File: src/design/dcmf_pkg.sv
`timescale 1ns / 1ps
`default_nettype none
package dcmf_pkg;

   localparam int MAX_WIDTH  = 1024;
   localparam int MAX_HEIGHT = 1024;
   localparam int MAX_RADIUS = 16;

   localparam int DIM_W   = 11;
   localparam int RAD_W   = 5;
   localparam int COL_W   = 10;
   localparam int PROW_W  = 11;
   localparam int IDX_W   = 21;
   localparam int DLY_W   = 15;
   localparam int SPAN_W  = RAD_W + 1;
   localparam int ADDR_W  = 4;
   localparam int DATA_W  = 32;

   localparam int RING_ROWS = 2 * MAX_RADIUS + 1;
   localparam int SLOT_W    = $clog2(RING_ROWS);
   localparam int DIST_W    = SLOT_W + 1;
   localparam int LINE_LEN  = 2 * MAX_RADIUS + 1;
   localparam int VLEAVES   = RING_ROWS + 1;
   localparam int GRP       = 6;
   localparam int VGRPS     = (VLEAVES + GRP - 1) / GRP;
   localparam int HGRPS     = (LINE_LEN + GRP - 1) / GRP;
   localparam int QDEPTH    = 4;
   localparam int QPTR_W    = $clog2(QDEPTH);

   localparam logic [DIM_W-1:0] RST_WIDTH  = DIM_W'(640);
   localparam logic [DIM_W-1:0] RST_HEIGHT = DIM_W'(480);
   localparam logic [RAD_W-1:0] RST_RADIUS = RAD_W'(10);

   localparam logic [1:0] REG_FRAME_WIDTH   = 2'd0;
   localparam logic [1:0] REG_FRAME_HEIGHT  = 2'd1;
   localparam logic [1:0] REG_WINDOW_RADIUS = 2'd2;

   localparam logic ACT_PIXEL = 1'b0;
   localparam logic ACT_DRAIN = 1'b1;

   typedef struct packed {
      logic       action;
      logic [7:0] blue;
      logic [7:0] green;
      logic [7:0] red;
   } req_type;

   typedef struct packed {
      logic [7:0]       dark_value;
      logic [COL_W-1:0] pixel_row;
      logic [COL_W-1:0] pixel_col;
      logic             frame_last;
   } rsp_type;

   typedef struct packed {
      logic [DIM_W-1:0] width;
      logic [DIM_W-1:0] height;
      logic [RAD_W-1:0] radius;
      logic [IDX_W-1:0] total;
      logic [DLY_W-1:0] delay;
   } cfg_type;

   typedef struct packed {
      logic [7:0]        pix;
      logic              wr;
      logic [COL_W-1:0]  pcol;
      logic [PROW_W-1:0] prow;
      logic [SLOT_W-1:0] slot;
      logic              oen;
      logic [COL_W-1:0]  orow;
      logic [COL_W-1:0]  ocol;
      logic              last;
   } step_type;

   function automatic logic [DIM_W-1:0] sat_dim(input logic [DIM_W-1:0] raw,
                                               input logic [DIM_W-1:0] lim);
      logic [DIM_W-1:0] v;
      v = raw;
      if (raw == '0) v = DIM_W'(1);
      else if (raw > lim) v = lim;
      return v;
   endfunction

   function automatic logic [RAD_W-1:0] sat_rad(input logic [RAD_W-1:0] raw);
      logic [RAD_W-1:0] v;
      v = raw;
      if ({1'b0, raw} > (RAD_W + 1)'(MAX_RADIUS)) v = RAD_W'(MAX_RADIUS);
      return v;
   endfunction

endpackage
`default_nettype wire

File: src/design/dcmf_queue.sv
`timescale 1ns / 1ps
`default_nettype none
module dcmf_queue import dcmf_pkg::*; (
   input  wire logic     clock,
   input  wire logic     reset,
   input  wire logic     push,
   input  wire step_type push_data,
   input  wire logic     pop,
   output step_type      head,
   output logic          head_valid,
   output logic          full
);
   step_type            data_ff [QDEPTH];
   logic [QPTR_W-1:0]   wp_ff, wp_in, rp_ff, rp_in;
   logic [QPTR_W:0]     cnt_ff, cnt_in;

   assign head       = data_ff[rp_ff];
   assign head_valid = cnt_ff != '0;
   assign full       = cnt_ff == (QPTR_W + 1)'(QDEPTH);

   always_comb begin
      wp_in  = push ? wp_ff + QPTR_W'(1) : wp_ff;
      rp_in  = pop ? rp_ff + QPTR_W'(1) : rp_ff;
      cnt_in = cnt_ff + (QPTR_W + 1)'(push) - (QPTR_W + 1)'(pop);
   end

   always_ff @(posedge clock) begin
      if (push) data_ff[wp_ff] <= push_data;
   end

   always_ff @(posedge clock) begin
      if (reset) begin
         wp_ff  <= '0;
         rp_ff  <= '0;
         cnt_ff <= '0;
      end else begin
         wp_ff  <= wp_in;
         rp_ff  <= rp_in;
         cnt_ff <= cnt_in;
      end
   end

endmodule
`default_nettype wire

File: config.mk
export PLATFORM = sky130hd
export DESIGN_NAME = dcmf_queue
export DESIGN_NICKNAME = d
export VERILOG_FILES = /design/src/design/dcmf_pkg.sv /design/src/design/dcmf_queue.sv
export SDC_FILE = /design/constraint.sdc
export NUM_CORES = 1
export LEC_CHECK = 0
export ABC_AREA = 1
export BUFFER_PORTS_ARGS = -buffer_cell sky130_fd_sc_hd__buf_4
export CORE_ASPECT_RATIO = 0.6
export CORE_MARGIN = 1
export CORE_UTILIZATION = 45
export DETAILED_ROUTE_END_ITERATION = 12
export PLACE_DENSITY = 0.74
export SYNTH_ARGS = -nofsm -noshare
export SYNTH_HDL_FRONTEND = slang
export SYNTH_SLANG_ARGS = --single-unit
export TNS_END_PERCENT = 5
File: constraint.sdc
create_clock -name clock -period 2.1 [get_ports clock]
set_input_delay 0.105 -clock clock [delete_from_list [all_inputs] [get_ports clock]]
set_output_delay 0.105 -clock clock [all_outputs]
set_load 0.02 [all_outputs]
==> metrics.txt <==
sequential area share after synthesis around three quarters; Buf/Inv on CP 2; Worst path max stage delay between 0.4 and 0.5 ns; Placed Cells between 1000 and 1500; most frequent cells in the layout edfxtp_1 (232), inv_1 (128), buf_4 (127); Detail Route Antenna Nets 0; Hold Crit Class primary input to flip-flop; die width between 150 and 200 um; Total Power 10.6 mW; Critical Path Fanout Max 76; status finished, final reports clean; Peak supply drop ~0.00055 V; Core Footprint 0.0204 sq mm; Max Cap Viol 0; Top Ports 122; vias per cell about 4.8; die height roughly 110 um; CP dominant cell by count nand2_1; HPWL Detailed roughly 10000 um; GRT overflow 0; syn nets about 800; final worst slack 0.191 ns; root buf cell clkbuf_16; syn avg cell area ~13 sq um; CP Launch Type flip-flop; WS Path Type flip-flop to output pin; CTS tree built; RD Place Congestion ~0.74; quantity of I/O buffers inserted on ports 121; final WL about 18000 um; share of cells above drive strength 1 a little under a fifth; Non-Filler Instances 1204; sum of negative setup slack 0 ns; Pleak about 4.7 nW; commonest non-fill, non-tap cell in the layout edfxtp_1; CTS H-tree lvls 1; Layout area overhead 25.8%; post-synthesis instance total between 700 and 800; cell class contributing the biggest share of worst-path delay buffers and inverters; clock latency on the worst-skew pair approximately 0.50 ns; Clock transition at path regs about 0.060 ns; post-synthesis mux area share 0%; power density cells 883 mW/mm^2; r2r setup slk 0.46 ns; Yosys reg bits roughly 240; Syn. warnings 0; sequential power share between 50% and 60%; met1 usage between 20% and 30%; Max Fclk ~520 MHz; drt drc 0; # rows 40; RSZ-0062 raised after global routing false; gr usage total ~17%; Post-Synth Adder-Cell Area less than 1%; Hold Fails Final Rpt 0; met3 Resource Use GR under 10%; Net Sw Frac 24.2%; mapped cell area about 0.0096 sq mm; Sink Count between 200 and 250; setup bufs post-CTS 0; CP Capture Type output pin; Setup Viol. Count Final 0; clock power share between 30% and 40%; Final period util between 90 and 100%; Critical Path AT 1.80 ns; layout net count 983; Cell Chain, Critical Path buf_12 -> nand2_1 -> o211ai_1 -> nand2_1 -> buf_4; largest cells by area after synthesis edfxtp_1 (73%), inv_1 (5.2%), nand2_1 (4.9%), o211ai_1 (4.5%), a21oi_1 (3.3%); post-synth top area share 72.8%; post-synthesis compound-gate area fraction 11.1%; WL/cell 14.9 um; post-layout minimum cycle time about 1.9 ns; Place WS 0.436 ns; Num CTS Buffers 22; largest family of logic cells by synthesized area compound AO/OA/AOI/OAI gates; simple-gate share of the synthesized area under 10%; Slew headroom between 60% and 70%; clock skew just under 0.007 ns; Comb power frac roughly an eighth; Global Route met2 Usage ~26%; Crit path required time roughly 2 ns; CTS max path bufs 3; Core Util, Final roughly 59%; sw power 2.58 mW; Die Footprint between 0.02 and 0.025 sq mm; TritonRoute pass-1 iters 5; largest area contributor in the netlist edfxtp_1; largest net degree at the start of global routing 77; slew at the pin with the worst max-slew slack between 0.4 and 0.5 ns; antenna violations before repair 1; Initial Util 46.9%; Final Max Slew Viols 0; Distinct cells, synth 17; Synth Area in XOR/XNOR 0%; post-CTS sizing 0; vias in the first global route roughly 5500; global route hottest layer met2; DR vias between 5000 and 6000; slowest stage cell, crit path dfxtp_4; hold buffers post-CTS slightly above 60; DR iter-0 viols 396; Pint 8.06 mW; first-pass GRT wire length around 29000 um
-- routing by layer --
metal	vias to the layer above	share of wire (%)
li1	2898	-
met1	2742	49
met2	136	44
met3	24	5.6
met4	0	1.5
met5	-	0
-- worst paths after layout --
kind,to,depth (start not counted),start
max reg2reg,data_ff[2][17],5,wp_ff[0]
max,head[21],5,flip-flop
min,cnt_ff[1],3,reset
min reg2reg,flip-flop,2,rp_ff[1]
-- cells in the mapped netlist --
cell type and n:
inv_1 132, nand2_1 124, ha_1 6, fa_1 1, o21ai_1 16, a21oi_1 64
buf_6 11, nand3_1 2, buf_2 9, o21ai_0 46, buf_4 8, clkbuf_2 5
o211ai_1 58, nor2_1 4, edfxtp_1 232, dfxtp_1 9, clkbuf_1 6
-- power by group through the flow --
| stage | Sequential (mW) | Combinational [mW] | Clock (mW) |
|---|---|---|---|
| final | 5.55 | 1.38 | 3.70 |
| after floorplan | 5.64 | 0.757 | 0 |
| after CTS | 5.55 | 1.40 | 3.80 |
| after detailed placement | 5.66 | 1.30 | 0 |
| after global routing | 5.57 | 1.52 | 3.99 |
| after global placement | 5.65 | 1.28 | 0 |
-- final cells by class --
| class | instances | area [sq um] |
|---|---|---|
| multi-input cells | 321 | 1650 |
| repair buffers | 196 | 1720 |
| clock inverters | 15 | 81.3 |
| well taps | 273 | 342 |
| inverters | 132 | 499 |
| fillers | 1607 | 8380 |
| diodes | 1 | 2.50 |
| flip-flops and latches | 241 | 7150 |
| clock buffers | 25 | 583 |
-- worst reg2reg max path, stage by stage (launching register included) --
cell and delay [ns]:
dfxtp_1 0.36, inv_1 0.09, ha_1 0.20, nand2_1 0.10
clkinvlp_4 0.32, buf_12 0.29
-- per-stage QoR --
step                      hold slack [ns]  area (sq um)
final                               0.333         12000
after global routing                0.326         12000
after CTS                           0.311         12000
after detailed placement            0.297         10800
after global placement              0.289         10800
after floorplan                     0.176          9570
-- state kept, by name, summed over array words and instances (netlist names), named ones only --
signal   cells
rp_ff        2
cnt_ff       3
data_ff    232
wp_ff        2
-- cell families after synthesis --
| family | Yosys count |
|---|---|
| flip-flops | 241 |
| AO/OA/AOI/OAI | 184 |
| buffers and inverters | 171 |
| AND/OR/NAND/NOR | 130 |
| adder cells (fa/ha/maj) | 7 |
(Power assumes the default switching activity.)
