$ cat config.mk
export PLATFORM = sky130hd
export DESIGN_NAME = dcmf_csr
export DESIGN_NICKNAME = d
export VERILOG_FILES = /design/src/design/dcmf_pkg.sv /design/src/design/dcmf_csr.sv
export SDC_FILE = /design/constraint.sdc
export NUM_CORES = 1
export LEC_CHECK = 0
export ABC_AREA = 1
export BUFFER_PORTS_ARGS = -buffer_cell sky130_fd_sc_hd__clkbuf_2
export CORE_AREA = 2 2 126 128
export DETAILED_ROUTE_END_ITERATION = 6
export DIE_AREA = 0 0 128 130
export PLACE_DENSITY = 0.88
export SYNTH_ARGS = -nofsm -noshare
export SYNTH_HDL_FRONTEND = slang
export SYNTH_SLANG_ARGS = --single-unit
$ cat constraint.sdc
create_clock -name clock -period 10.35 [get_ports clock]
set_clock_uncertainty 0.1 [all_clocks]
set_input_delay 0.5175 -clock clock [delete_from_list [all_inputs] [get_ports clock]]
set_output_delay 0.5175 -clock clock [all_outputs]
set_load 0.02 [all_outputs]
$ cat src/design/dcmf_pkg.sv
`timescale 1ns / 1ps
`default_nettype none
package dcmf_pkg;

   localparam int MAX_WIDTH  = 1024;
   localparam int MAX_HEIGHT = 1024;
   localparam int MAX_RADIUS = 16;

   localparam int DIM_W   = 11;
   localparam int RAD_W   = 5;
   localparam int COL_W   = 10;
   localparam int PROW_W  = 11;
   localparam int IDX_W   = 21;
   localparam int DLY_W   = 15;
   localparam int SPAN_W  = RAD_W + 1;
   localparam int ADDR_W  = 4;
   localparam int DATA_W  = 32;

   localparam int RING_ROWS = 2 * MAX_RADIUS + 1;
   localparam int SLOT_W    = $clog2(RING_ROWS);
   localparam int DIST_W    = SLOT_W + 1;
   localparam int LINE_LEN  = 2 * MAX_RADIUS + 1;
   localparam int VLEAVES   = RING_ROWS + 1;
   localparam int GRP       = 6;
   localparam int VGRPS     = (VLEAVES + GRP - 1) / GRP;
   localparam int HGRPS     = (LINE_LEN + GRP - 1) / GRP;
   localparam int QDEPTH    = 4;
   localparam int QPTR_W    = $clog2(QDEPTH);

   localparam logic [DIM_W-1:0] RST_WIDTH  = DIM_W'(640);
   localparam logic [DIM_W-1:0] RST_HEIGHT = DIM_W'(480);
   localparam logic [RAD_W-1:0] RST_RADIUS = RAD_W'(10);

   localparam logic [1:0] REG_FRAME_WIDTH   = 2'd0;
   localparam logic [1:0] REG_FRAME_HEIGHT  = 2'd1;
   localparam logic [1:0] REG_WINDOW_RADIUS = 2'd2;

   localparam logic ACT_PIXEL = 1'b0;
   localparam logic ACT_DRAIN = 1'b1;

   typedef struct packed {
      logic       action;
      logic [7:0] blue;
      logic [7:0] green;
      logic [7:0] red;
   } req_type;

   typedef struct packed {
      logic [7:0]       dark_value;
      logic [COL_W-1:0] pixel_row;
      logic [COL_W-1:0] pixel_col;
      logic             frame_last;
   } rsp_type;

   typedef struct packed {
      logic [DIM_W-1:0] width;
      logic [DIM_W-1:0] height;
      logic [RAD_W-1:0] radius;
      logic [IDX_W-1:0] total;
      logic [DLY_W-1:0] delay;
   } cfg_type;

   typedef struct packed {
      logic [7:0]        pix;
      logic              wr;
      logic [COL_W-1:0]  pcol;
      logic [PROW_W-1:0] prow;
      logic [SLOT_W-1:0] slot;
      logic              oen;
      logic [COL_W-1:0]  orow;
      logic [COL_W-1:0]  ocol;
      logic              last;
   } step_type;

   function automatic logic [DIM_W-1:0] sat_dim(input logic [DIM_W-1:0] raw,
                                               input logic [DIM_W-1:0] lim);
      logic [DIM_W-1:0] v;
      v = raw;
      if (raw == '0) v = DIM_W'(1);
      else if (raw > lim) v = lim;
      return v;
   endfunction

   function automatic logic [RAD_W-1:0] sat_rad(input logic [RAD_W-1:0] raw);
      logic [RAD_W-1:0] v;
      v = raw;
      if ({1'b0, raw} > (RAD_W + 1)'(MAX_RADIUS)) v = RAD_W'(MAX_RADIUS);
      return v;
   endfunction

endpackage
`default_nettype wire

$ cat src/design/dcmf_csr.sv
`timescale 1ns / 1ps
`default_nettype none
module dcmf_csr import dcmf_pkg::*; (
   input  wire logic              clock,
   input  wire logic              reset,
   input  wire logic              psel,
   input  wire logic              penable,
   input  wire logic              pwrite,
   input  wire logic [ADDR_W-1:0] paddr,
   input  wire logic [DATA_W-1:0] pwdata,
   output logic      [DATA_W-1:0] prdata,
   output logic                   pready,
   output cfg_type                cfg,
   output logic                   restart
);
   logic [DIM_W-1:0] w_raw_ff, w_raw_in, h_raw_ff, h_raw_in;
   logic [RAD_W-1:0] r_raw_ff, r_raw_in;
   logic [DIM_W-1:0] w_ff, w_in, h_ff, h_in;
   logic [RAD_W-1:0] r_ff, r_in;
   logic [IDX_W-1:0] total_ff, total_in;
   logic [DLY_W-1:0] delay_ff, delay_in;
   logic             wr_en;
   logic [1:0]       idx;

   assign pready = 1'b1;
   assign idx    = paddr[3:2];
   assign wr_en  = psel && penable && pwrite;

   always_comb begin
      w_raw_in = w_raw_ff;
      h_raw_in = h_raw_ff;
      r_raw_in = r_raw_ff;
      restart  = 1'b0;
      if (wr_en) begin
         unique case (idx)
            REG_FRAME_WIDTH: begin
               w_raw_in = pwdata[DIM_W-1:0];
               restart  = 1'b1;
            end
            REG_FRAME_HEIGHT: begin
               h_raw_in = pwdata[DIM_W-1:0];
               restart  = 1'b1;
            end
            REG_WINDOW_RADIUS: begin
               r_raw_in = pwdata[RAD_W-1:0];
               restart  = 1'b1;
            end
            default: ;
         endcase
      end
      w_in     = sat_dim(w_raw_in, DIM_W'(MAX_WIDTH));
      h_in     = sat_dim(h_raw_in, DIM_W'(MAX_HEIGHT));
      r_in     = sat_rad(r_raw_in);
      total_in = IDX_W'(w_in * h_in);
      delay_in = DLY_W'(r_in * w_in) + DLY_W'(r_in);
   end

   always_comb begin
      unique case (idx)
         REG_FRAME_WIDTH:   prdata = DATA_W'(w_raw_ff);
         REG_FRAME_HEIGHT:  prdata = DATA_W'(h_raw_ff);
         REG_WINDOW_RADIUS: prdata = DATA_W'(r_raw_ff);
         default:           prdata = '0;
      endcase
   end

   always_ff @(posedge clock) begin
      if (reset) begin
         w_raw_ff <= RST_WIDTH;
         h_raw_ff <= RST_HEIGHT;
         r_raw_ff <= RST_RADIUS;
         w_ff     <= RST_WIDTH;
         h_ff     <= RST_HEIGHT;
         r_ff     <= RST_RADIUS;
         total_ff <= IDX_W'(RST_WIDTH * RST_HEIGHT);
         delay_ff <= DLY_W'(RST_RADIUS * RST_WIDTH) + DLY_W'(RST_RADIUS);
      end else begin
         w_raw_ff <= w_raw_in;
         h_raw_ff <= h_raw_in;
         r_raw_ff <= r_raw_in;
         w_ff     <= w_in;
         h_ff     <= h_in;
         r_ff     <= r_in;
         total_ff <= total_in;
         delay_ff <= delay_in;
      end
   end

   assign cfg.width  = w_ff;
   assign cfg.height = h_ff;
   assign cfg.radius = r_ff;
   assign cfg.total  = total_ff;
   assign cfg.delay  = delay_ff;

endmodule
`default_nettype wire

==> impl.org <==
** Outcome
- The flow ran to the end, and the final reports show no timing, DRC or antenna violations.

** Global routing
- Entering global routing, the biggest net connects 52 pins.
- Number of antenna violations at the first check in global routing :: 0
- Global routing used between 20% and 30% of the available tracks.
- The first global-routing pass estimated 35900 um of wire.
- The total overflow left after global routing is 0.
- Via count of the first global-routing pass :: 7645

** Flow run
- Number of violations of the max-capacitance limit :: 0

** Die
- Die H :: roughly 130 um
- The region available for standard cell placement spans 0.0154 mm^2.
- Ports placed on the boundary :: between 100 and 150
- The floorplan has 46 rows.
- Overall die area :: around 0.017 mm^2
- The initial utilization of the core area, before any placement, comes to between 50% and 60%.
- From left edge to right edge, the die measures about 130 um.

** Drt
- Routed via count :: 7945
- In this run, the number of DRC markers left after iteration 0 of detailed routing was ~780.
- DRC violation count after routing :: 0
- Via density per instance :: 5.44
- Routed wire length :: around 22000 um
- The pre-antenna-repair detailed-routing pass consisted of 5 iterations.
- ANT nets after route :: 0
- Routed len/inst :: ~15 um

** Placed design
- # port buffers :: 92
- Total instance count after detailed placement :: about 1400
- The HPWL after detailed placement is about 17000 um.
- The congestion estimate from routability-driven global placement came to between 0.9 and 1.

** Layout
- 0 antenna diodes ended up in the layout.
- Excluding fillers, the count of instances in the completed layout stands at 1460.
- Counting the fill cells in the layout gives 1242.
- The post-route netlist has roughly 11% of its cells at a drive strength greater than 1.
- Layout overhead on the synthesized area :: 8.72%
- The net count of the finished layout is 1500.

** Worst hold path
- Path class of the lowest-slack min-delay path :: register to register

** Setup path
- Broken down by cell family, the worst path's largest delay share belongs to adder cells.
- The worst register-to-register path has a setup slack of 3.22 ns.
- For the worst setup path, the data arrival time is roughly 7.9 ns.
- Startpoint types :: input port
- Crit end category :: register
- Data on the critical path is required at its endpoint by between 10 and 15 ns.
- Type of the setup path with the least slack :: input port to register
- In this run the worst path has a maximum fanout of 18.
- Buf+Inv Stages, Crit Path :: 7
- CP most frequent cell :: sky130_fd_sc_hd__fa_1
- Delay contributed by the slowest stage of the critical path :: 0.55 ns
- Slowest library cell on the worst path :: sky130_fd_sc_hd__fa_1

** Timing
- Tcrit/Tclk final :: approximately three quarters
- Max-slew violation total from the final report :: 0
- The worst pin sits at a relative slew slack of 15.9%.
- Hold violation total from the final report :: 0
- Slew at the pin closest to its max-slew limit :: approximately 1.3 ns
- RSZ-0062 raised after global routing :: no
- Fmax :: 129 MHz
- Final period demand of the worst path :: a little under 8 ns
- Setup violations remaining at the end of the flow were counted as 0.
- In the final timing run, aggregate negative setup slack is 0 ns.

** Yosys
- Post-synthesis cell count :: roughly 1200
- Yosys printed 0 warnings.
- Synthesized area :: 0.00898 mm^2
- Leading post-synthesis cells by cell area :: sky130_fd_sc_hd__fa_1 25%, sky130_fd_sc_hd__dfxtp_1 20%, sky130_fd_sc_hd__ha_1 12%
- Post-synthesis average cell area :: about 7.6 um^2
- Most frequently used flop master after synthesis :: sky130_fd_sc_hd__dfxtp_1
- Of all flip-flops after synthesis, the portion carrying an async set or reset was 0%.
- Fraction of synthesized cell area taken by the top area cell type :: 24.5%
- FF+latch count, synth :: 90
- Number of distinct library cells after synthesis :: 40
- For this run, the register share of the synthesized area comes to about a fifth.
- Of all cell types, the one taking the most synthesized area is sky130_fd_sc_hd__fa_1.
- In this run, synthesis inferred 0 flip-flops with an integrated enable.

** Pwr
- Leakage :: approximately 5.3 nW
- Power density normalized to cell area :: between 100 and 150 mW/mm^2
- Maximum VDD drop :: between 0.00008 and 0.00009 V

** Clock network
- TritonCTS clock tree :: done
- For this design, the CTS-stage hold fixing added 0 buffers.
- Post-CTS sizing :: 0
- The clock passes through at most 2 buffers.
- CTS built an H-tree with a depth of 3.
- CTS sink cnt :: 90
- Number of clock buffers inserted by TritonCTS :: 9
- The root buffer cell chosen for the clock tree is sky130_fd_sc_hd__clkbuf_16.
- Post-CTS setup buffers :: 0
- The clock reaches the later pin of the worst-skew pair after roughly 0.36 ns.
- Clock-pin slew was measured on the worst setup and hold paths at 0.06 ns.
kinds of logic (layout without fill, tap and decap cells):
family,count (synthesis),after routing,share of synthesized area (%)
compound gates,122,122,7.57
simple gates,500,500,22.8
other cells,2,22,0.0836
fa+ha+maj,195,195,36.4
flops,90,90,20.1
buf+inv,271,332,12.4
xor+xnor,7,7,0.683
path summary, 6_finish.rpt:
path                            depth (start not counted)      endpoint         start
worst max register to register                         23  total_ff[12]  w_raw_ff[10]
worst min-delay path                                    2   h_raw_ff[7]   h_raw_ff[7]
worst max-delay path                                   27  total_ff[12]      paddr[3]
worst min register to register                          2   h_raw_ff[7]   h_raw_ff[7]
worst reg2reg max path, delay by kind of cell (launching register included):
family	cells	cell delay (ns)
flip-flops	1	0.31
adder cells (fa/ha/maj)	6	3.04
AO/OA/AOI/OAI	2	0.66
buffers and inverters	6	0.85
AND/OR/NAND/NOR	9	2.09
layer usage:
layer  part of all wire (%)  vias up  track usage [%]
met5                      0        -                0
met4                    3.1        0             11.6
met3                    8.2       55             5.21
met2                     48      382             45.9
met1                     40     3777             34.8
li1                       -     3731                -
cell type report:
| cell class | instances | area [um^2] | share of cell area, % |
|---|---|---|---|
| clock buffers | 11 | 243 | 2.49 |
| inverters | 223 | 837 | 8.57 |
| clock inverters | 4 | 28.8 | 0.295 |
| flip-flops and latches | 90 | 1800 | 18.5 |
| well taps | 192 | 240 | 2.46 |
| repair buffers | 94 | 475 | 4.87 |
| multi-input cells | 846 | 6140 | 62.9 |
Yosys cell counts, types with 5 or more instances:
master and number:
sky130_fd_sc_hd__a21o_1 6, sky130_fd_sc_hd__fa_1 110, sky130_fd_sc_hd__a21oi_1 49, sky130_fd_sc_hd__o21ai_0 48, sky130_fd_sc_hd__nand3_1 50, sky130_fd_sc_hd__clkbuf_1 15
sky130_fd_sc_hd__ha_1 85, sky130_fd_sc_hd__nand2_2 9, sky130_fd_sc_hd__nor2_1 188, sky130_fd_sc_hd__inv_1 214, sky130_fd_sc_hd__nand2_1 230, sky130_fd_sc_hd__buf_4 22
sky130_fd_sc_hd__buf_2 7, sky130_fd_sc_hd__dfxtp_1 90, sky130_fd_sc_hd__inv_2 6, sky130_fd_sc_hd__nand4_1 5
sequential cells by signal (all words and copies together), names as in the netlist:
name / cells
r_raw_ff: 5
delay_ff: 15
h_raw_ff: 11
w_raw_ff: 11
h_ff: 11
r_ff: 5
total_ff: 21
w_ff: 11
metrics by stage:
stage                     power, W  setup slack [ns]  cell area (um^2)  hold slack, ns  utilization (%)
after CTS                  0.00106              2.77              9760           0.417             63.3
final                      0.00106              2.61              9760           0.427             63.3
after global routing       0.00113              2.28              9760           0.461             63.3
after detailed placement  0.000746              2.45              9490           0.401             61.5
after global placement    0.000736              2.52              9490           0.400             61.5
after floorplan           0.000657              4.35              9050           0.375                -
placed cells by master (no fill, tap or decap), types with 4 or more instances in the layout:
master                      netlist  routed
sky130_fd_sc_hd__inv_1          214     214
sky130_fd_sc_hd__inv_2            6       6
sky130_fd_sc_hd__nor3_1           4       4
sky130_fd_sc_hd__a21o_1           6       6
sky130_fd_sc_hd__o21ai_0         48      47
sky130_fd_sc_hd__o21ai_1          3       4
sky130_fd_sc_hd__nand2_2          9       9
sky130_fd_sc_hd__dfxtp_1         90      90
sky130_fd_sc_hd__o211ai_1         4       4
sky130_fd_sc_hd__nor2_1         188     188
sky130_fd_sc_hd__ha_1            85      85
sky130_fd_sc_hd__fa_1           110     110
sky130_fd_sc_hd__conb_1           2      22
sky130_fd_sc_hd__nand2_1        230     230
sky130_fd_sc_hd__nand3_1         50      50
sky130_fd_sc_hd__a21oi_1         49      49
sky130_fd_sc_hd__or2_2            4       4
sky130_fd_sc_hd__clkbuf_2         0      92
sky130_fd_sc_hd__a21oi_2          4       4
sky130_fd_sc_hd__xnor2_1          4       4
sky130_fd_sc_hd__nand4_1          5       5
sky130_fd_sc_hd__clkbuf_16        0       9
where the power goes:
part | leakage (nW) | internal [W] | total, W | switching (W)
Combinational | 4.40 | 0.000122 | 0.000370 | 0.000248
Sequential | 0.732 | 0.000370 | 0.000377 | 0.00000639
Clock | 0.128 | 0.000168 | 0.000312 | 0.000143
Total | 5.26 | 0.000661 | 0.00106 | 0.000398
(Power assumes the default switching activity.)
