## config.mk

```make
export PLATFORM = sky130hd
export DESIGN_NAME = dcmf_front
export DESIGN_NICKNAME = d
export VERILOG_FILES = /design/src/design/dcmf_pkg.sv /design/src/design/dcmf_front.sv
export SDC_FILE = /design/constraint.sdc
export NUM_CORES = 1
export LEC_CHECK = 0
export BUFFER_PORTS_ARGS = -buffer_cell sky130_fd_sc_hd__buf_2
export CORE_AREA = 4 4 141 143
export DETAILED_ROUTE_END_ITERATION = 10
export DIE_AREA = 0 0 145 147
export PLACE_DENSITY = 0.67
export SLEW_MARGIN = 5
export SYNTH_ARGS = -nofsm -noshare
export SYNTH_HDL_FRONTEND = slang
export SYNTH_SLANG_ARGS = --single-unit
```

## constraint.sdc

```tcl
create_clock -name clock -period 5.4 [get_ports clock]
set_clock_uncertainty 0.1 [all_clocks]
set_input_delay 0 -clock clock [delete_from_list [all_inputs] [get_ports clock]]
set_output_delay 0 -clock clock [all_outputs]
set_load 0.02 [all_outputs]
```

## src/design/dcmf_pkg.sv

```systemverilog
`timescale 1ns / 1ps
`default_nettype none
package dcmf_pkg;

   localparam int MAX_WIDTH  = 1024;
   localparam int MAX_HEIGHT = 1024;
   localparam int MAX_RADIUS = 16;

   localparam int DIM_W   = 11;
   localparam int RAD_W   = 5;
   localparam int COL_W   = 10;
   localparam int PROW_W  = 11;
   localparam int IDX_W   = 21;
   localparam int DLY_W   = 15;
   localparam int SPAN_W  = RAD_W + 1;
   localparam int ADDR_W  = 4;
   localparam int DATA_W  = 32;

   localparam int RING_ROWS = 2 * MAX_RADIUS + 1;
   localparam int SLOT_W    = $clog2(RING_ROWS);
   localparam int DIST_W    = SLOT_W + 1;
   localparam int LINE_LEN  = 2 * MAX_RADIUS + 1;
   localparam int VLEAVES   = RING_ROWS + 1;
   localparam int GRP       = 6;
   localparam int VGRPS     = (VLEAVES + GRP - 1) / GRP;
   localparam int HGRPS     = (LINE_LEN + GRP - 1) / GRP;
   localparam int QDEPTH    = 4;
   localparam int QPTR_W    = $clog2(QDEPTH);

   localparam logic [DIM_W-1:0] RST_WIDTH  = DIM_W'(640);
   localparam logic [DIM_W-1:0] RST_HEIGHT = DIM_W'(480);
   localparam logic [RAD_W-1:0] RST_RADIUS = RAD_W'(10);

   localparam logic [1:0] REG_FRAME_WIDTH   = 2'd0;
   localparam logic [1:0] REG_FRAME_HEIGHT  = 2'd1;
   localparam logic [1:0] REG_WINDOW_RADIUS = 2'd2;

   localparam logic ACT_PIXEL = 1'b0;
   localparam logic ACT_DRAIN = 1'b1;

   typedef struct packed {
      logic       action;
      logic [7:0] blue;
      logic [7:0] green;
      logic [7:0] red;
   } req_type;

   typedef struct packed {
      logic [7:0]       dark_value;
      logic [COL_W-1:0] pixel_row;
      logic [COL_W-1:0] pixel_col;
      logic             frame_last;
   } rsp_type;

   typedef struct packed {
      logic [DIM_W-1:0] width;
      logic [DIM_W-1:0] height;
      logic [RAD_W-1:0] radius;
      logic [IDX_W-1:0] total;
      logic [DLY_W-1:0] delay;
   } cfg_type;

   typedef struct packed {
      logic [7:0]        pix;
      logic              wr;
      logic [COL_W-1:0]  pcol;
      logic [PROW_W-1:0] prow;
      logic [SLOT_W-1:0] slot;
      logic              oen;
      logic [COL_W-1:0]  orow;
      logic [COL_W-1:0]  ocol;
      logic              last;
   } step_type;

   function automatic logic [DIM_W-1:0] sat_dim(input logic [DIM_W-1:0] raw,
                                               input logic [DIM_W-1:0] lim);
      logic [DIM_W-1:0] v;
      v = raw;
      if (raw == '0) v = DIM_W'(1);
      else if (raw > lim) v = lim;
      return v;
   endfunction

   function automatic logic [RAD_W-1:0] sat_rad(input logic [RAD_W-1:0] raw);
      logic [RAD_W-1:0] v;
      v = raw;
      if ({1'b0, raw} > (RAD_W + 1)'(MAX_RADIUS)) v = RAD_W'(MAX_RADIUS);
      return v;
   endfunction

endpackage
`default_nettype wire

```

## src/design/dcmf_front.sv

```systemverilog
`timescale 1ns / 1ps
`default_nettype none
module dcmf_front import dcmf_pkg::*; (
   input  wire logic    clock,
   input  wire logic    reset,
   input  wire logic    restart,
   input  wire cfg_type cfg,
   input  wire logic    req_valid,
   input  wire req_type req_payload,
   output logic         req_stall,
   input  wire logic    q_full,
   output logic         push,
   output step_type     step
);
   logic [IDX_W-1:0]  idx_ff, idx_in, idx_nx;
   logic [COL_W-1:0]  pcol_ff, pcol_in, ocol_ff, ocol_in;
   logic [PROW_W-1:0] prow_ff, prow_in;
   logic [COL_W-1:0]  orow_ff, orow_in;
   logic [SLOT_W-1:0] slot_ff, slot_in;
   logic              drain_ff, drain_in;
   logic              acc, oen, frame_end;
   logic [7:0]        mn;

   assign req_stall = q_full;

   always_comb begin
      acc  = req_valid && !q_full;
      push = acc && ((req_payload.action == ACT_DRAIN) == drain_ff);
      mn   = req_payload.blue;
      if (req_payload.green < mn) mn = req_payload.green;
      if (req_payload.red < mn) mn = req_payload.red;
      oen    = idx_ff >= IDX_W'(cfg.delay);
      idx_nx = idx_ff + IDX_W'(1);

      step.pix  = mn;
      step.wr   = !drain_ff;
      step.pcol = pcol_ff;
      step.prow = prow_ff;
      step.slot = slot_ff;
      step.oen  = oen;
      step.orow = orow_ff;
      step.ocol = ocol_ff;
      step.last = (DIM_W'(orow_ff) == cfg.height - DIM_W'(1)) &&
                  (DIM_W'(ocol_ff) == cfg.width - DIM_W'(1));

      idx_in    = idx_ff;
      pcol_in   = pcol_ff;
      prow_in   = prow_ff;
      slot_in   = slot_ff;
      ocol_in   = ocol_ff;
      orow_in   = orow_ff;
      drain_in  = drain_ff;
      frame_end = 1'b0;

      if (push) begin
         idx_in = idx_nx;
         if (DIM_W'(pcol_ff) == cfg.width - DIM_W'(1)) begin
            pcol_in = '0;
            prow_in = prow_ff + PROW_W'(1);
            slot_in = (slot_ff == SLOT_W'(RING_ROWS - 1)) ? '0 : slot_ff + SLOT_W'(1);
         end else begin
            pcol_in = pcol_ff + COL_W'(1);
         end
         if (oen) begin
            if (DIM_W'(ocol_ff) == cfg.width - DIM_W'(1)) begin
               ocol_in = '0;
               orow_in = orow_ff + COL_W'(1);
            end else begin
               ocol_in = ocol_ff + COL_W'(1);
            end
         end
         if (!drain_ff && idx_nx >= cfg.total) begin
            if (cfg.delay == '0) frame_end = 1'b1;
            else drain_in = 1'b1;
         end else if (drain_ff && idx_nx >= cfg.total + IDX_W'(cfg.delay)) begin
            frame_end = 1'b1;
         end
      end

      if (restart || frame_end) begin
         idx_in   = '0;
         pcol_in  = '0;
         prow_in  = '0;
         slot_in  = '0;
         ocol_in  = '0;
         orow_in  = '0;
         drain_in = 1'b0;
      end
   end

   always_ff @(posedge clock) begin
      if (reset) begin
         idx_ff   <= '0;
         pcol_ff  <= '0;
         prow_ff  <= '0;
         slot_ff  <= '0;
         ocol_ff  <= '0;
         orow_ff  <= '0;
         drain_ff <= 1'b0;
      end else begin
         idx_ff   <= idx_in;
         pcol_ff  <= pcol_in;
         prow_ff  <= prow_in;
         slot_ff  <= slot_in;
         ocol_ff  <= ocol_in;
         orow_ff  <= orow_in;
         drain_ff <= drain_in;
      end
   end

endmodule
`default_nettype wire

```

==> impl_metrics.json, run 1 <==
{
  "root_buffer": "sky130_fd_sc_hd__clkbuf_16",
  "h-tree-depth": 3,
  "setup-tns-final_ps": 0,
  "setup.worst_path.class": "reg -> reg",
  "antenna-diode-count": 0,
  "post_drt_wl_per_cell_um": 14.8,
  "timing.final.crit_share": 0.911,
  "power_leakage_uw": 0.00383,
  "synth-main-ff-cell": "sky130_fd_sc_hd__dfxtp_1",
  "cp_top_family": "simple AND/OR/NAND/NOR gates",
  "insertion_delay_ps": 340,
  "timing.critical_path.buf_inv": 1,
  "post-route-min-period_ps": 4920,
  "synth_enable_flop_cells": 0,
  "drc": 0,
  "via_per_inst": 5.47,
  "clkSlewWorstSetupHoldPaths_ps": 60,
  "ios": 153,
  "crit_path_top_delay_cell": "sky130_fd_sc_hd__a221o_1",
  "placeableCoreArea_um2": 18600,
  "areaGrowthSynthToFinish_pct": 16.4,
  "synthesis.area_um2": 7350,
  "routed-wl-met3_um": 796,
  "fp-row-count": 50,
  "fmax_mhz": 203,
  "worst_slack_ps": 483,
  "globalplace.congestion": 0.849,
  "grt_antenna_before_repair": 0,
  "layout.cells.most_common_list": "sky130_fd_sc_hd__buf_2 (147), sky130_fd_sc_hd__ha_1 (95), sky130_fd_sc_hd__nor2_1 (83)",
  "die-height_um": 147,
  "critPathArrivalTime_ps": 5010,
  "worst-path-max-fanout": 41,
  "cp-start-kind": "register",
  "layout-drive-gt1-share": 0.166,
  "grt_pass1_wl_mm": 33.1,
  "timing.slew.headroom": 0.397,
  "synth_warnings": 0,
  "drv_slew": 0,
  "fp.dieW_um": 145,
  "synth.ff_latch_count": 69,
  "max_cap_viol_count": 0,
  "place.detailed.instances": 1307,
  "route.met2.wl_mm": 9.42,
  "result_of_the_run": "finished, final reports clean",
  "antenna_left": 0,
  "p_per_area_nw_per_um2": 167,
  "detailedRoute.firstPassIterationCount": 4,
  "synthDistinctLibCells": 74,
  "hold_violations": 0,
  "dr_total_vias": 7258,
  "cp_slowest_stage_delay_ps": 530,
  "dr.first_iter.drc_count": 434,
  "total_track_usage": 0.181,
  "power_uw": 1430,
  "layoutNonFillerInstCount": 1326,
  "route.final.wire_length_mm": 19.7,
  "synth_sequential_area_ratio": 0.188,
  "route.top_layer_used": "met4",
  "synth.net_count": 1150,
  "layout_fillers": 1871,
  "place.port_buffers": 147,
  "syn-mean-instance-area_um2": 7.65,
  "async_reset_ff_frac": 0,
  "critical_path_required_ps": 5500,
  "worst_slew_pin_slew_ps": 905,
  "worstSetupEndpointType": "register",
  "nNetsFinal": 1276,
  "design.die.area_um2": 21300,
  "met1_routed_length_mm": 9.24,
  "starting_density": 0.396,
  "setup_viol": 0,
  "dp_hpwl_mm": 15.8,
  "clock_path_buffers": 2,
  "vdd_ir_drop_max_uv": 116,
  "synthCells": 961,
  "path_cells": "ha_1 -> nand3_1 -> nor3_1 -> nand4_1 -> nor2_1 -> nand3_1 -> xnor2_1 -> ha_1 -> nand4_1 -> a2111oi_0 -> o21ai_0 -> a221o_1 -> o21ai_4 -> buf_4 -> nor3_1",
  "grt_max_degree": 42,
  "unrepaired_setup_endpoints_after_global_routing": "false",
  "grt_overflow_total": 0,
  "cts_tree": "yes",
  "pre_cts_slack_ps": 462,
  "mostFrequentLayoutCell": "sky130_fd_sc_hd__buf_2",
  "clock_sink_count": 69,
  "cts_resized": 0,
  "postLayoutCoreUtil": 0.461,
  "vias_in_the_first_global_route": 6932,
  "total_clock_buffers_created_by_cts": 9,
  "hold_class": "in -> reg"
}
## sequential cells by signal (all words and copies together) (netlist names)
name / flops
orow_ff: 10
ocol_ff: 10
drain_ff: 1
prow_ff: 11
slot_ff: 6
idx_ff: 21
pcol_ff: 10
## cell type report
cell class              instances  area (um2)  share of cell area
clock buffers                  12         246              0.0288
flip-flops and latches         69        1380               0.161
well taps                     234         293              0.0342
multi-input cells             781        5540               0.647
repair buffers                154         796              0.0930
inverters                      72         270              0.0316
clock inverters                 4        32.5             0.00380
## cell families (layout without fill, tap and decap cells)
group,after synthesis,count (layout),share of synthesized area
compound gates,194,194,0.177
xor+xnor,106,106,0.126
fa+ha+maj,96,96,0.164
buf+inv,111,242,0.0599
flops,69,69,0.188
mux,21,21,0.0286
simple gates,364,364,0.255
## timing repair
| item | 4_1_cts | 5_1_grt |
|---|---|---|
| buffers inserted | 0 | 0 |
| hold endpoints to repair | 3 | 0 |
| endpoints found under the setup margin | 0 | 0 |
| hold buffers | 3 | 0 |
## worst paths after layout
path                           startpoint                 endpoint  slack (ps)  depth (start not counted)
hold / removal                     cfg[4]    drain_ff$_SDFFE_PP0P_          70                          5
setup / recovery   idx_ff[0]$_SDFFE_PP0P_  pcol_ff[7]$_SDFFE_PP0P_         480                         15
hold reg to reg   prow_ff[1]$_SDFFE_PP0P_  prow_ff[1]$_SDFFE_PP0P_         380                          2
setup reg to reg   idx_ff[0]$_SDFFE_PP0P_  pcol_ff[7]$_SDFFE_PP0P_         480                         15
## worst reg2reg max path, cell delays in order, from the launching register on
cell and delay (ps):
sky130_fd_sc_hd__dfxtp_1 470, sky130_fd_sc_hd__ha_1 260, sky130_fd_sc_hd__nand3_1 190, sky130_fd_sc_hd__nor3_1 380, sky130_fd_sc_hd__nand4_1 230, sky130_fd_sc_hd__nor2_1 420
sky130_fd_sc_hd__nand3_1 160, sky130_fd_sc_hd__xnor2_1 180, sky130_fd_sc_hd__ha_1 320, sky130_fd_sc_hd__nand4_1 160, sky130_fd_sc_hd__a2111oi_0 420, sky130_fd_sc_hd__o21ai_0 210
sky130_fd_sc_hd__a221o_1 540, sky130_fd_sc_hd__o21ai_4 210, sky130_fd_sc_hd__buf_4 420, sky130_fd_sc_hd__nor3_1 140
## synthesized netlist by cell type (4+ instances only)
master                       n  share of area
sky130_fd_sc_hd__o21a_1      5         0.0051
sky130_fd_sc_hd__or3_1      13          0.011
sky130_fd_sc_hd__nor2b_1     9         0.0077
sky130_fd_sc_hd__xor2_1     54          0.064
sky130_fd_sc_hd__a31oi_1     5         0.0043
sky130_fd_sc_hd__o211ai_1   13          0.013
sky130_fd_sc_hd__inv_1      71          0.036
sky130_fd_sc_hd__xnor2_1    52          0.062
sky130_fd_sc_hd__a21o_1     14          0.014
sky130_fd_sc_hd__a21oi_1    52          0.035
sky130_fd_sc_hd__ha_1       95           0.16
sky130_fd_sc_hd__clkbuf_1   30          0.015
sky130_fd_sc_hd__nor3b_1     4         0.0041
sky130_fd_sc_hd__nand2b_1   10         0.0085
sky130_fd_sc_hd__o21ai_0    39          0.027
sky130_fd_sc_hd__nand2_1    73          0.037
sky130_fd_sc_hd__dfxtp_1    69           0.19
sky130_fd_sc_hd__nor2_1     83          0.042
sky130_fd_sc_hd__nor4_1     14          0.012
sky130_fd_sc_hd__nand3_1    33          0.022
sky130_fd_sc_hd__and4_1      6         0.0071
sky130_fd_sc_hd__and3_1     11         0.0094
sky130_fd_sc_hd__o31ai_1    12          0.012
sky130_fd_sc_hd__nand4_1    30          0.026
sky130_fd_sc_hd__nand3b_1    4         0.0041
sky130_fd_sc_hd__or4_1      13          0.013
sky130_fd_sc_hd__nor3_1     38          0.026
sky130_fd_sc_hd__and2_1      4         0.0034
sky130_fd_sc_hd__o2111ai_1   5         0.0060
sky130_fd_sc_hd__a211oi_1    9         0.0092
sky130_fd_sc_hd__or2_2       5         0.0043
sky130_fd_sc_hd__a2111oi_0   4         0.0048
sky130_fd_sc_hd__mux2i_1    21          0.029
sky130_fd_sc_hd__nor4b_1     4         0.0048
## layer usage
layer,global-route usage,up-vias
li1,-,3741
met1,0.240,3362
met2,0.313,139
met3,0.0262,16
met4,0.0451,0
met5,0,-
## stage by stage
stage | area [um2] | hold WS (ps)
3_5_place_dp | 8250 | 132
5_1_grt | 8560 | 115
2_1_floorplan | 7350 | 12.6
6_report | 8560 | 65.8
4_1_cts | 8560 | 59.0
3_3_place_gp | 8250 | 128
## where the power goes
part	switching [uW]	total, uW	internal [uW]
clock network	233	559	326
logic	207	362	156
registers	0.769	510	509
No activity file was read; power rests on OpenSTA's default activity.
==> inputs of run 2 (changes only) <==
Clock period 5.4 ns to 5.85 ns, I/O delays scaled along.
==> run 2 against run 1 <==
Effect of this change: worst hold slack better by 22 ps; non-clock buffer count down 1; critical path type unchanged; core utilization up 0.15 points; routed wire length down 1.8%; clock power down 0.7%; largest cell class unchanged; flip-flop and latch count unchanged; register-to-register slack better by 270 ps; first-iteration DRC count down 8.1%; critical endpoint is now ocol_ff[9]$_SDFFE_PP0P_; via count down 0.19%.
==> impl_metrics.json, run 2 (synthesis results as in run 1) <==
{
  "result_of_the_run": "finished, final reports clean",
  "largest_register_ffs": 21,
  "fp.dieW_um": 145,
  "nNetsFinal": 1275,
  "worst-path-max-fanout": 16,
  "place.port_buffers": 147,
  "insertion_delay_ps": 340,
  "globalplace.congestion": 0.848,
  "total_track_usage": 0.174,
  "placeableCoreArea_um2": 18600,
  "fp-row-count": 50,
  "antenna_left": 0,
  "vdd_ir_drop_max_uv": 110,
  "grt_overflow_total": 0,
  "clkSlewWorstSetupHoldPaths_ps": 60,
  "dr.first_iter.drc_count": 399,
  "design.die.area_um2": 21300,
  "via_per_inst": 5.47,
  "detailedRoute.firstPassIterationCount": 5,
  "post-route-min-period_ps": 5100,
  "layoutNonFillerInstCount": 1324,
  "setup_viol": 0,
  "grt_pass1_wl_mm": 31.7,
  "max_cap_viol_count": 0,
  "drv_slew": 0,
  "power_leakage_uw": 0.00384,
  "layout-drive-gt1-share": 0.165,
  "fmax_mhz": 196,
  "post_drt_wl_per_cell_um": 14.6,
  "hold_violations": 0,
  "critPathArrivalTime_ps": 5200,
  "route.final.wire_length_mm": 19.3,
  "root_buffer": "sky130_fd_sc_hd__clkbuf_16",
  "die-height_um": 147,
  "ios": 153,
  "grt_antenna_before_repair": 0,
  "worstSetupEndpointType": "register",
  "cts_resized": 0,
  "setup.worst_path.class": "reg -> reg",
  "setup-tns-final_ps": 0,
  "register_ranked_first_by_flip_flop_count": "idx_ff",
  "antenna-diode-count": 0,
  "hold_class": "in -> reg",
  "timing.final.crit_share": 0.872,
  "timing.slew.headroom": 0.179,
  "clock_path_buffers": 2,
  "clock_sink_count": 69,
  "power_uw": 1360,
  "dp_hpwl_mm": 15.6,
  "worst_slew_pin_slew_ps": 1220,
  "layout.cells.most_common_list": "sky130_fd_sc_hd__buf_2 (147), sky130_fd_sc_hd__ha_1 (95), sky130_fd_sc_hd__nor2_1 (83)",
  "starting_density": 0.396,
  "mostFrequentLayoutCell": "sky130_fd_sc_hd__buf_2",
  "total_clock_buffers_created_by_cts": 9,
  "worst_hold_slack_ps": 88.0,
  "grt_max_degree": 36,
  "drc": 0,
  "reg_top3": "idx_ff: 21 flops, prow_ff: 11 flops",
  "critical_path_required_ps": 5950,
  "layout_fillers": 1837,
  "place.detailed.instances": 1306,
  "r2r_setup_slack_ps": 750,
  "p_per_area_nw_per_um2": 158,
  "h-tree-depth": 3,
  "dr_total_vias": 7244,
  "unrepaired_setup_endpoints_after_global_routing": "false",
  "cts_tree": "yes",
  "areaGrowthSynthToFinish_pct": 16.8,
  "vias_in_the_first_global_route": 6501,
  "cp-start-kind": "register"
}
==> run 2: cell types whose count changed in the layout (fill, tap and decap cells not counted) <==
cell / previous run / this run
sky130_fd_sc_hd__clkbuf_1: 2 / 1
sky130_fd_sc_hd__clkbuf_8: 1 / 2
sky130_fd_sc_hd__buf_12: 0 / 1
sky130_fd_sc_hd__bufinv_16: 0 / 1
sky130_fd_sc_hd__clkinv_4: 1 / 0
sky130_fd_sc_hd__buf_4: 4 / 2
sky130_fd_sc_hd__inv_6: 1 / 0
==> run 2: routing by layer <==
layer,track usage,share of wire
met2,0.294,0.47
met3,0.0284,0.048
met1,0.231,0.47
met4,0.0504,0.016
met5,0,0
==> run 2: repair_timing <==
item	in CTS	in global routing
hold buffers	3	0
buffers inserted	0	0
hold endpoints to repair	5	0
setup endpoints to repair	0	0
==> run 2: area by class of cell <==
| class | instances | area, um2 | area share |
|---|---|---|---|
| Timing Repair Buffer | 153 | 801 | 0.0933 |
| Clock inverter | 3 | 45.0 | 0.00525 |
| Clock buffer | 12 | 256 | 0.0299 |
| Multi-Input combinational cell | 781 | 5540 | 0.645 |
| Inverter | 72 | 270 | 0.0315 |
| Sequential cell | 69 | 1380 | 0.161 |
| Tap cell | 234 | 293 | 0.0341 |
==> run 2: metrics by stage <==
step,setup slack [ps],cell area [um2],utilization
detailed placement,763,8260,0.444
global placement,833,8260,0.444
finish,751,8590,0.462
floorplan,1720,7350,-
CTS,756,8590,0.462
global route,339,8590,0.462
==> run 2: worst paths after layout <==
check / startpoint / endpoint / cells after the start
max: idx_ff[0]$_SDFFE_PP0P_ / ocol_ff[9]$_SDFFE_PP0P_ / 14
min: cfg[5] / drain_ff$_SDFFE_PP0P_ / 5
max reg2reg: idx_ff[0]$_SDFFE_PP0P_ / ocol_ff[9]$_SDFFE_PP0P_ / 14
min reg2reg: prow_ff[1]$_SDFFE_PP0P_ / prow_ff[1]$_SDFFE_PP0P_ / 2
==> run 2: report_power, final <==
part / switching [uW] / total, uW / internal [uW]
logic: 190 / 333 / 143
registers: 0.769 / 471 / 470
clock network: 205 / 555 / 351
==> run 2: critical path: stages (launching register included) <==
cell and delay [ps]:
sky130_fd_sc_hd__dfxtp_1 490, sky130_fd_sc_hd__nand3_1 190, sky130_fd_sc_hd__nor4b_1 660, sky130_fd_sc_hd__nand3_1 240, sky130_fd_sc_hd__nor2_1 390, sky130_fd_sc_hd__nand3_1 150
sky130_fd_sc_hd__xnor2_1 180, sky130_fd_sc_hd__ha_1 320, sky130_fd_sc_hd__nand4_1 140, sky130_fd_sc_hd__a2111oi_0 440, sky130_fd_sc_hd__o21ai_0 230, sky130_fd_sc_hd__a221o_1 530
sky130_fd_sc_hd__o21ai_4 500, sky130_fd_sc_hd__buf_4 310, sky130_fd_sc_hd__nor3_1 80
